`src/hw/rtl/bfi_pkg.sv`:
```
`timescale 1ns / 1ps
// ----------------------------------------------------------------------------
// bfi_pkg
// Shared types and constants of the interpreter core.
// ----------------------------------------------------------------------------
package bfi_pkg;

  localparam int unsigned AddrW = 12;
  localparam int unsigned PcW   = 13;
  localparam int unsigned CellW = 32;

  localparam logic [7:0] ChPlus  = 8'h2B;
  localparam logic [7:0] ChMinus = 8'h2D;
  localparam logic [7:0] ChRight = 8'h3E;
  localparam logic [7:0] ChLeft  = 8'h3C;
  localparam logic [7:0] ChDot   = 8'h2E;
  localparam logic [7:0] ChComma = 8'h2C;
  localparam logic [7:0] ChOpen  = 8'h5B;
  localparam logic [7:0] ChClose = 8'h5D;

  localparam logic [1:0] Mode8  = 2'd0;
  localparam logic [1:0] Mode16 = 2'd1;

  localparam logic CfgLastIndex = 1'b0;
  localparam logic CfgCellMode  = 1'b1;

  localparam logic ReqLoad = 1'b0;
  localparam logic ReqStep = 1'b1;

  typedef enum logic [2:0] {
    StOk        = 3'd0,
    StOpenErr   = 3'd1,
    StCloseErr  = 3'd2,
    StLeftZero  = 3'd3,
    StUnknown   = 3'd4,
    StOverflow  = 3'd5
  } status_e;

  typedef struct packed {
    logic             req_type;
    logic [AddrW-1:0] load_address;
    logic [7:0]       load_char;
    logic [7:0]       in_char;
    logic             in_end;
  } req_t;

  typedef struct packed {
    logic             out_valid;
    logic [7:0]       out_char;
    logic             halted;
    logic [2:0]       status;
    logic [PcW-1:0]   next_pc;
    logic [AddrW-1:0] cell_pointer_out;
  } rsp_t;

  typedef struct packed {
    logic             valid;
    req_t             item;
  } qhead_t;

  function automatic logic [CellW-1:0] width_mask(input logic [1:0] mode);
    logic [CellW-1:0] m;
    case (mode)
      Mode8:   m = 32'h0000_00FF;
      Mode16:  m = 32'h0000_FFFF;
      default: m = 32'hFFFF_FFFF;
    endcase
    return m;
  endfunction

endpackage

```
`src/hw/rtl/bfi_if.sv`:
```
`timescale 1ns / 1ps
// ----------------------------------------------------------------------------
// bfi_if
// Handshake channels: request, response and configuration write.
// ----------------------------------------------------------------------------
interface bfi_req_if;
  logic          valid;
  logic          ready;
  bfi_pkg::req_t data;
  modport source (output valid, output data, input ready);
  modport sink   (input valid, input data, output ready);
endinterface


```
`src/hw/rtl/bfi_front.sv`:
```
`timescale 1ns / 1ps
// ----------------------------------------------------------------------------
// bfi_front
// Accepts request items and queues them, tagged load or step, in a
// two-entry queue for the execution side.
// ----------------------------------------------------------------------------
module bfi_front (
  input  logic            clk_i,
  input  logic            rst_ni,
  input  logic            open_i,
  bfi_req_if.sink         req_i,
  input  logic            pop_i,
  output bfi_pkg::qhead_t head_o
);
  bfi_pkg::req_t slot_q [2];
  logic [1:0]    cnt_q;
  logic          rd_q, wr_q;
  logic          push;

  assign req_i.ready = open_i && (cnt_q != 2'd2);
  assign push        = req_i.valid && req_i.ready;

  always_ff @(posedge clk_i or negedge rst_ni) begin
    if (!rst_ni) begin
      cnt_q <= '0;
      rd_q  <= 1'b0;
      wr_q  <= 1'b0;
    end else begin
      if (push) begin
        wr_q <= !wr_q;
      end
      if (pop_i) begin
        rd_q <= !rd_q;
      end
      cnt_q <= cnt_q + 2'(push) - 2'(pop_i);
    end
  end

  always_ff @(posedge clk_i) begin
    if (push) begin
      slot_q[wr_q] <= req_i.data;
    end
  end

  assign head_o.valid = (cnt_q != 2'd0);
  assign head_o.item  = slot_q[rd_q];
endmodule

```
`src/flat_wrapper.sv`:
```
// flat-port wrapper written by rule: the top's interface ports become plain ports
module bfi_front_flat 
  (clk_i, rst_ni, open_i, pop_i, head_o, req_i_valid, req_i_data, req_i_ready);
  bfi_req_if req_i_i ();
  input  logic clk_i;
  input  logic rst_ni;
  input  logic open_i;
  input  logic pop_i;
  output bfi_pkg::qhead_t head_o;
  input wire logic [$bits(req_i_i.valid)-1:0] req_i_valid;
  input wire logic [$bits(req_i_i.data)-1:0] req_i_data;
  output wire logic [$bits(req_i_i.ready)-1:0] req_i_ready;
  assign req_i_i.valid = req_i_valid;
  assign req_i_i.data = req_i_data;
  assign req_i_ready = req_i_i.ready;
  bfi_front u_core (.clk_i(clk_i), .rst_ni(rst_ni), .open_i(open_i), .req_i(req_i_i), .pop_i(pop_i), .head_o(head_o));
endmodule
```
`config.mk`:
```
export PLATFORM = sky130hd
export DESIGN_NAME = bfi_front_flat
export DESIGN_NICKNAME = d
export VERILOG_FILES = /design/src/hw/rtl/bfi_pkg.sv /design/src/hw/rtl/bfi_if.sv /design/src/hw/rtl/bfi_front.sv /design/src/flat_wrapper.sv
export SDC_FILE = /design/constraint.sdc
export NUM_CORES = 1
export LEC_CHECK = 0
export ABC_AREA = 1
export BUFFER_PORTS_ARGS = -buffer_cell sky130_fd_sc_hd__buf_2
export CAP_MARGIN = 30
export CORE_UTILIZATION = 47
export DETAILED_ROUTE_END_ITERATION = 6
export MAX_ROUTING_LAYER = met4
export PLACE_DENSITY_LB_ADDON = 0.05
export REMOVE_ABC_BUFFERS = 1
export SYNTH_ARGS = -nofsm -noshare
export SYNTH_HDL_FRONTEND = slang
export SYNTH_SLANG_ARGS = --single-unit
export TNS_END_PERCENT = 50
```
`constraint.sdc`:
```
create_clock -name clk_i -period 2.3 [get_ports clk_i]
set_clock_uncertainty 0.1 [all_clocks]
set_input_delay 0.69 -clock clk_i [delete_from_list [all_inputs] [get_ports clk_i]]
set_output_delay 0.69 -clock clk_i [all_outputs]
set_load 0.05 [all_outputs]
```
* Word level (Yosys, flattened, before mapping)
Memories as Yosys holds them, arrays and structs flattened. Cells that the tools add are included.
Operators by class: reductions and logical operators 5, equal/unequal tests 1, $add $sub $neg 2, mux-type cells 2
Operator list (number):
- 2-bit by 1-bit adder with 2-bit output | 1
- 1-bit logical AND | 2
- 1-bit zero test | 2
- 1-bit 2-to-1 mux | 2
- 2-bit != test (second input constant) | 1
- 2-bit nonzero test | 1
- 2-bit by 1-bit subtractor with 2-bit output | 1
Storage, ports and cells: memories 1, register bits after elaboration 4, output and inout bits 32, logic and storage cells 14, bits in writable memories 60, input port bits 35
Memories:
- u_core.slot_q | words 2, bits a word 30, rd ports 1, clocked after memory_dff 0, write ports 1, line bfi_front.sv:15 | bfi_pkg::req_t slot_q [2];

* Logic depth before layout (Yosys ltp)
Gate-level depths: netlist of run 1.
depth after elaboration 5, depth in mapped cells 8, gate-level depth less buffers 8

* Worst setup path before layout of run 1
Ideal clock, no wire load.
path type input to output, from input open_i, to output req_i_ready, path slack -319 ps, stages 1, arrival 1829 ps, data required time 1510 ps, buffers on the path 0, path through a21boi_0
Between the ends: word-level cells in the longest chain between the ends 1
Ends and longest elaborated chain:
- start: declaration | line flat_wrapper.sv:7 | input logic open_i;
- 1-bit logical AND | line bfi_front.sv:20 | assign req_i.ready = open_i && (cnt_q != 2'd2);
- end: declaration | line flat_wrapper.sv:12 | output wire logic [$bits(req_i_i.ready)-1:0] req_i_ready;
No other way between the ends.

==> out/metrics.yaml, run 1 <==
clk_path_buf_depth: 2
maxSlewHeadroom: 0.791
cellPowerDensity_nw_per_um2: 1370
rows: 26
dp_hpwl_um: 2520
synth_seq_cells: 64
final_util: 0.614
hold_viol_final: 0
p_leak_nw: 1.39
path_class: "reg2out"
yosysUniqueCellTypes: 14
core-area_um2: 5200
cts.sinks: 64
vias: 1514
numCtsBuffers: 9
setup_viol: 0
yosys_warnings: 0
p_comb_frac: 0.465
dpl-instance-area_um2: 2990
place_ws_ns: 0.297
final_layout_size_suffix_gt1_frac: 0.406
areaGrowthSynthToFinish_pct: 24.1
pwr-share-seq: 0.347
synthCells: 186
fp.dieH_um: 76.0
syn-cell-area_um2: 2570
grt_pass1_vias: 1427
max-cap-violations: 0
final_common_cell: "buf_2"
initial_core_util: 0.495
gr-usage-all-layers: 0.153
path_clk_slew_ns: 0.06
switchingPower_mw: 1.95
setup_ws_ns: 0.0745
via_per_inst: 4.51
die_area_um2: 5780
num_antenna_cells: 0
fmax_mhz: 449
drt_iter0_markers: 72
io_buffers: 66
root_buffer: "clkbuf_8"
worst_slew_pin_slew_ns: 0.313
wl_um: 4050
worst_setup_path_end_kind: "output pin"
outcome: "finished clean"
fin_crit_sh: 0.968
internal-power_mw: 2.43
nets: 298
p_clk_frac: 0.189
rsz0062_at_grt: "false"
grt_max_degree: 49
place.gp.congestion: 0.689
drv_slew: 0
hold_path_class: "in2async"
pin_count: 67
ant_nets: 0
antenna_found_initial: 0
min_period_ns: 2.23
grt_pass1_wl_um: 6430
syn_area_per_cell_um2: 13.8
drcViolationCount: 0
ys_seq_area_frac: 0.739
cp.required_ns: 1.51
die_width_um: 76.0
clock_latency_ns: 0.32
routedWlPerCell_um: 12.1
worstPathArrival_ns: 1.44
total_power_mw: 4.38
layout_common_cells: "buf_2, edfxtp_1, nand2_1, inv_1, o21ai_2"
htree_levels: 3
swShare: 0.445
first_pass_iters: 4
cp_max_fo: 24
tritoncts: "built"
rr_worst_depth: 4
grt_overflow: 0
postLayoutCellArea_um2: 3190
crit_path_start_kind: "flip-flop"
vdd_drop_max_mv: 0.729
## area by class of cell
cell class	instances	area [um^2]
Clock buffer	16	170
Multi-Input combinational cell	77	455
Fill cell	422	2010
Timing Repair Buffer	71	435
Inverter	38	143
Tap cell	70	87.6
Sequential cell	64	1900
## per-layer routing
metal	vias to the layer above	part of all wire	GRT usage
met5	-	0	-
met2	43	0.51	0.254
met3	6	0.042	0.0443
met1	691	0.43	0.165
met4	0	0.020	0.0865
li1	774	-	-
## final timing paths
| check | startpoint | endpoint | slack, ns |
|---|---|---|---|
| worst min-delay path | rst_ni | u_core.cnt_q[0] | 0.06 |
| worst max register to register | u_core.cnt_q[1] | u_core.slot_q[1][10] | 0.75 |
| min in group clk_i | u_core.wr_q | u_core.wr_q | 0.40 |
| worst max-delay path | u_core.rd_q | head_o[11] | 0.07 |
| worst min register to register | u_core.wr_q | u_core.wr_q | 0.40 |
| max in group asynchronous | rst_ni | u_core.rd_q | 1.91 |
## power by group through the flow
stage          Sequential (mW)  Clock [mW]  Combinational, mW
6_report                  1.52       0.826               2.03
5_1_grt                   1.54       0.900               2.17
4_1_cts                   1.51       0.846               1.98
3_5_place_dp              1.53           0               1.98
3_3_place_gp              1.53           0               1.96
2_1_floorplan             1.66           0               1.37
## synth_stat cells, drive strengths merged
cell type | number | area, um^2
buf | 7 | 82.6
ha | 2 | 25.0
o21ai | 30 | 240
nand3 | 2 | 10.0
nand2 | 39 | 146
nor2 | 1 | 3.75
nand4 | 1 | 6.26
xor2 | 1 | 8.76
a21boi | 1 | 7.51
edfxtp | 60 | 1800
dfrtp | 4 | 100
inv | 38 | 143
## flip-flops by register name (all words and copies together), names as in the netlist
name and cells:
u_core.slot_q 60, u_core.cnt_q 2, u_core.rd_q 1, u_core.wr_q 1
## worst max-delay path, stage by stage, from the launching register on
cell and delay [ns]:
dfrtp_2 0.46, clkbuf_16 0.23, o21ai_2 0.15, buf_2 0.27
## per-stage QoR
stage	TNS, ns	std cells	hold WS, ns
final	0	336	0.0619
after global routing	0	336	0.0491
after CTS	0	335	0.0517
after detailed placement	0	319	0.380
after global placement	0	319	0.363
after floorplan	-26.90	179	0.294
## what timing repair did
action	CTS	global route
setup buffers	0	0
hold buffers	0	0
gates resized for setup	0	6
setup endpoints to repair	0	8
## cells by family after synthesis
family / after synthesis / synth area share
adder cells (fa/ha/maj): 2 / 0.00972
buffers and inverters: 45 / 0.0875
flip-flops: 64 / 0.739
AO/OA/AOI/OAI: 31 / 0.0962
AND/OR/NAND/NOR: 43 / 0.0646
XOR/XNOR: 1 / 0.00340
Note: power is estimated with default switching activity, not from simulation.
==> run 2, diff against run 1 <==
--- a/config.mk
+++ b/config.mk
@@ -5,10 +5,9 @@
 export SDC_FILE = /design/constraint.sdc
 export NUM_CORES = 1
 export LEC_CHECK = 0
-export ABC_AREA = 1
 export BUFFER_PORTS_ARGS = -buffer_cell sky130_fd_sc_hd__buf_2
 export CAP_MARGIN = 30
-export CORE_UTILIZATION = 47
+export CORE_UTILIZATION = 50
 export DETAILED_ROUTE_END_ITERATION = 6
 export MAX_ROUTING_LAYER = met4
 export PLACE_DENSITY_LB_ADDON = 0.05
==> constraint.sdc (replaced) <==
create_clock -name clk_i -period 2.6 [get_ports clk_i]
set_clock_uncertainty 0.1 [all_clocks]
set_input_delay 0.78 -clock clk_i [delete_from_list [all_inputs] [get_ports clk_i]]
set_output_delay 0.78 -clock clk_i [all_outputs]
set_load 0.05 [all_outputs]
==> out/metrics.yaml, run 2 <==
hold_path_class: "in2async"
ant_nets: 0  # unchanged
ys.flop_type: "edfxtp_1"
syn-cell-area_um2: 2380  # -7.4%
fin_crit_sh: 0.925
areaGrowthSynthToFinish_pct: 24.8
synth.most_common_cell: "edfxtp_1"
critPathCapture: "head_o[26]"
p_leak_nw: 1.15  # -17%
grt_pass1_wl_um: 5970  # -7.2%
cp_max_fo: 20  # -17%
cts.sinks: 64  # unchanged
drv_slew: 0  # unchanged
min_period_ns: 2.41
largest_reg_flops: 60  # unchanged
antenna_found_initial: 0  # unchanged
pin_count: 67  # unchanged
gr-usage-all-layers: 0.175  # +0.0218
max-cap-violations: 0  # unchanged
vias: 1234  # -18%
cellPowerDensity_nw_per_um2: 1160  # -15%
largest_registers: "u_core.slot_q (60), u_core.cnt_q (2)"
hold_buffers: 0  # unchanged
core-area_um2: 4470  # -14%
via_per_inst: 5.00  # +11%
place.gp.congestion: 0.632  # -8.3%
grt_overflow: 0  # unchanged
fmax_mhz: 416
layout_common_cells: "buf_2, edfxtp_1, mux2_2, clkbuf_8, buf_4"
wl_um: 3830  # -5.4%
r2r-start: "u_core.cnt_q[1]"
final_common_cell: "buf_2"
vdd_drop_max_mv: 0.659  # -9.6%
dp_hpwl_um: 2680  # +6.4%
worstPathArrival_ns: 1.53  # +0.09 ns
numCtsBuffers: 9  # unchanged
die_width_um: 71.0  # -6.5%
setup_ws_ns: 0.194  # +0.120 ns
final_layout_size_suffix_gt1_frac: 0.605  # +0.199
largest-register: "u_core.slot_q"
initial_core_util: 0.533  # +0.0380
setup_viol: 0  # unchanged
crit_path_start_kind: "flip-flop"
whs_ns: 0.155  # +0.0929 ns
final_util: 0.665  # +0.0510
outcome: "finished clean"
rsz0062_at_grt: "false"
synth_area_leaders: "edfxtp_1, mux2_2, dfrtp_1, buf_6, ha_1"
rows: 24  # -7.7%
die_area_um2: 5050  # -13%
clock_latency_ns: 0.32  # about the same
grt_max_degree: 21  # -57%
synth_edf_count: 60  # unchanged
worst_slew_pin_slew_ns: 0.262  # -0.0505 ns
cp.required_ns: 1.72  # +0.21 ns
tritoncts: "built"
synthCells: 111  # -40%
io_buffers: 66  # unchanged
reg2reg_slack_ns: 1.06  # +0.31 ns
maxSlewHeadroom: 0.825  # +0.0339
hold_viol_final: 0  # unchanged
num_antenna_cells: 0  # unchanged
async_reset_ff_frac: 0.0625  # unchanged
yosys-top-cells-count: "edfxtp_1, mux2_2, dfrtp_1, buf_6"
ys_seq_area_frac: 0.798  # +0.0593
yosys_warnings: 0  # unchanged
path_clk_slew_ns: 0.06  # about the same
htree_levels: 3  # unchanged
cts_resized: 0  # unchanged
total_power_mw: 3.46  # -21%
fp.dieH_um: 71.0  # -6.5%
yosys.area.top_type_share: 0.756  # +0.0562
r2r_end: "u_core.slot_q[1][10]"
drt_iter0_markers: 30  # -58%
syn_area_per_cell_um2: 21.5  # +55%
synth_area_leader_cell: "edfxtp_1"
critPathLaunch: "u_core.rd_q"
place_ws_ns: 0.494  # +0.197 ns
drcViolationCount: 0  # unchanged
yosysUniqueCellTypes: 13  # -1
nets: 228  # -23%
routedWlPerCell_um: 15.5  # +29%
clk_path_buf_depth: 2  # unchanged
postCtsSetupBuffers: 0  # unchanged
path_class: "reg2out"
synth_seq_cells: 64  # unchanged
worst_setup_path_end_kind: "output pin"
grt_pass1_vias: 1301  # -8.8%
root_buffer: "clkbuf_8"
first_pass_iters: 6  # +2
rr_worst_depth: 4  # unchanged
run 2: final cells by class:
class / count / area [um^2]
multi-input cells: 42 / 448
clock inverters: 5 / 48.8
repair buffers: 72 / 375
well taps: 52 / 65.1
fillers: 329 / 1500
clock buffers: 10 / 128
flip-flops and latches: 64 / 1900
inverters: 2 / 7.51
run 2: logic make-up (layout without fill, tap and decap cells):
kind of cell / after synthesis / count (layout) / synth area share
xor+xnor: 4 / 4 / 0.0147
fa+ha+maj: 2 / 2 / 0.0105
mux: 30 / 30 / 0.142
simple gates: 6 / 6 / 0.0179
flops: 64 / 64 / 0.798
buf+inv: 5 / 89 / 0.0173
run 2: how the worst min path moves through the flow:
stage,to,slack (ns),depth (start not counted)
floorplan,u_core.wr_q,0.36,1
global placement,u_core.cnt_q[1],0.38,1
detailed placement,u_core.wr_q,0.43,1
CTS,u_core.cnt_q[0],0.14,1
global route,u_core.cnt_q[0],0.14,1
finish,u_core.cnt_q[0],0.15,1
run 2: critical path, cell delays in order (launching register included):
cell and delay (ns):
dfrtp_1 0.34, buf_4 0.27, mux2_2 0.37, buf_2 0.21
run 2: layer usage:
| metal | global-route usage | vias up | routed length [um] |
|---|---|---|---|
| li1 | - | 587 | - |
| met1 | 0.171 | 599 | 1430 |
| met2 | 0.303 | 42 | 2130 |
| met3 | 0.0527 | 6 | 210 |
| met4 | 0.107 | 0 | 66 |
| met5 | - | - | 0 |
run 2: report_power, final:
| group | total (mW) | internal [mW] | switching [mW] |
|---|---|---|---|
| Sequential | 1.34 | 1.29 | 0.0488 |
| Combinational | 1.37 | 0.411 | 0.956 |
| Clock | 0.756 | 0.429 | 0.327 |
run 2: through the flow:
| stage | cells | setup TNS (ns) | cell area [um^2] |
|---|---|---|---|
| after floorplan | 108 | -8.22 | 2350 |
| final | 247 | 0 | 2970 |
| after global routing | 247 | 0 | 2970 |
| after detailed placement | 232 | 0 | 2800 |
| after CTS | 247 | 0 | 2970 |
| after global placement | 232 | 0 | 2800 |
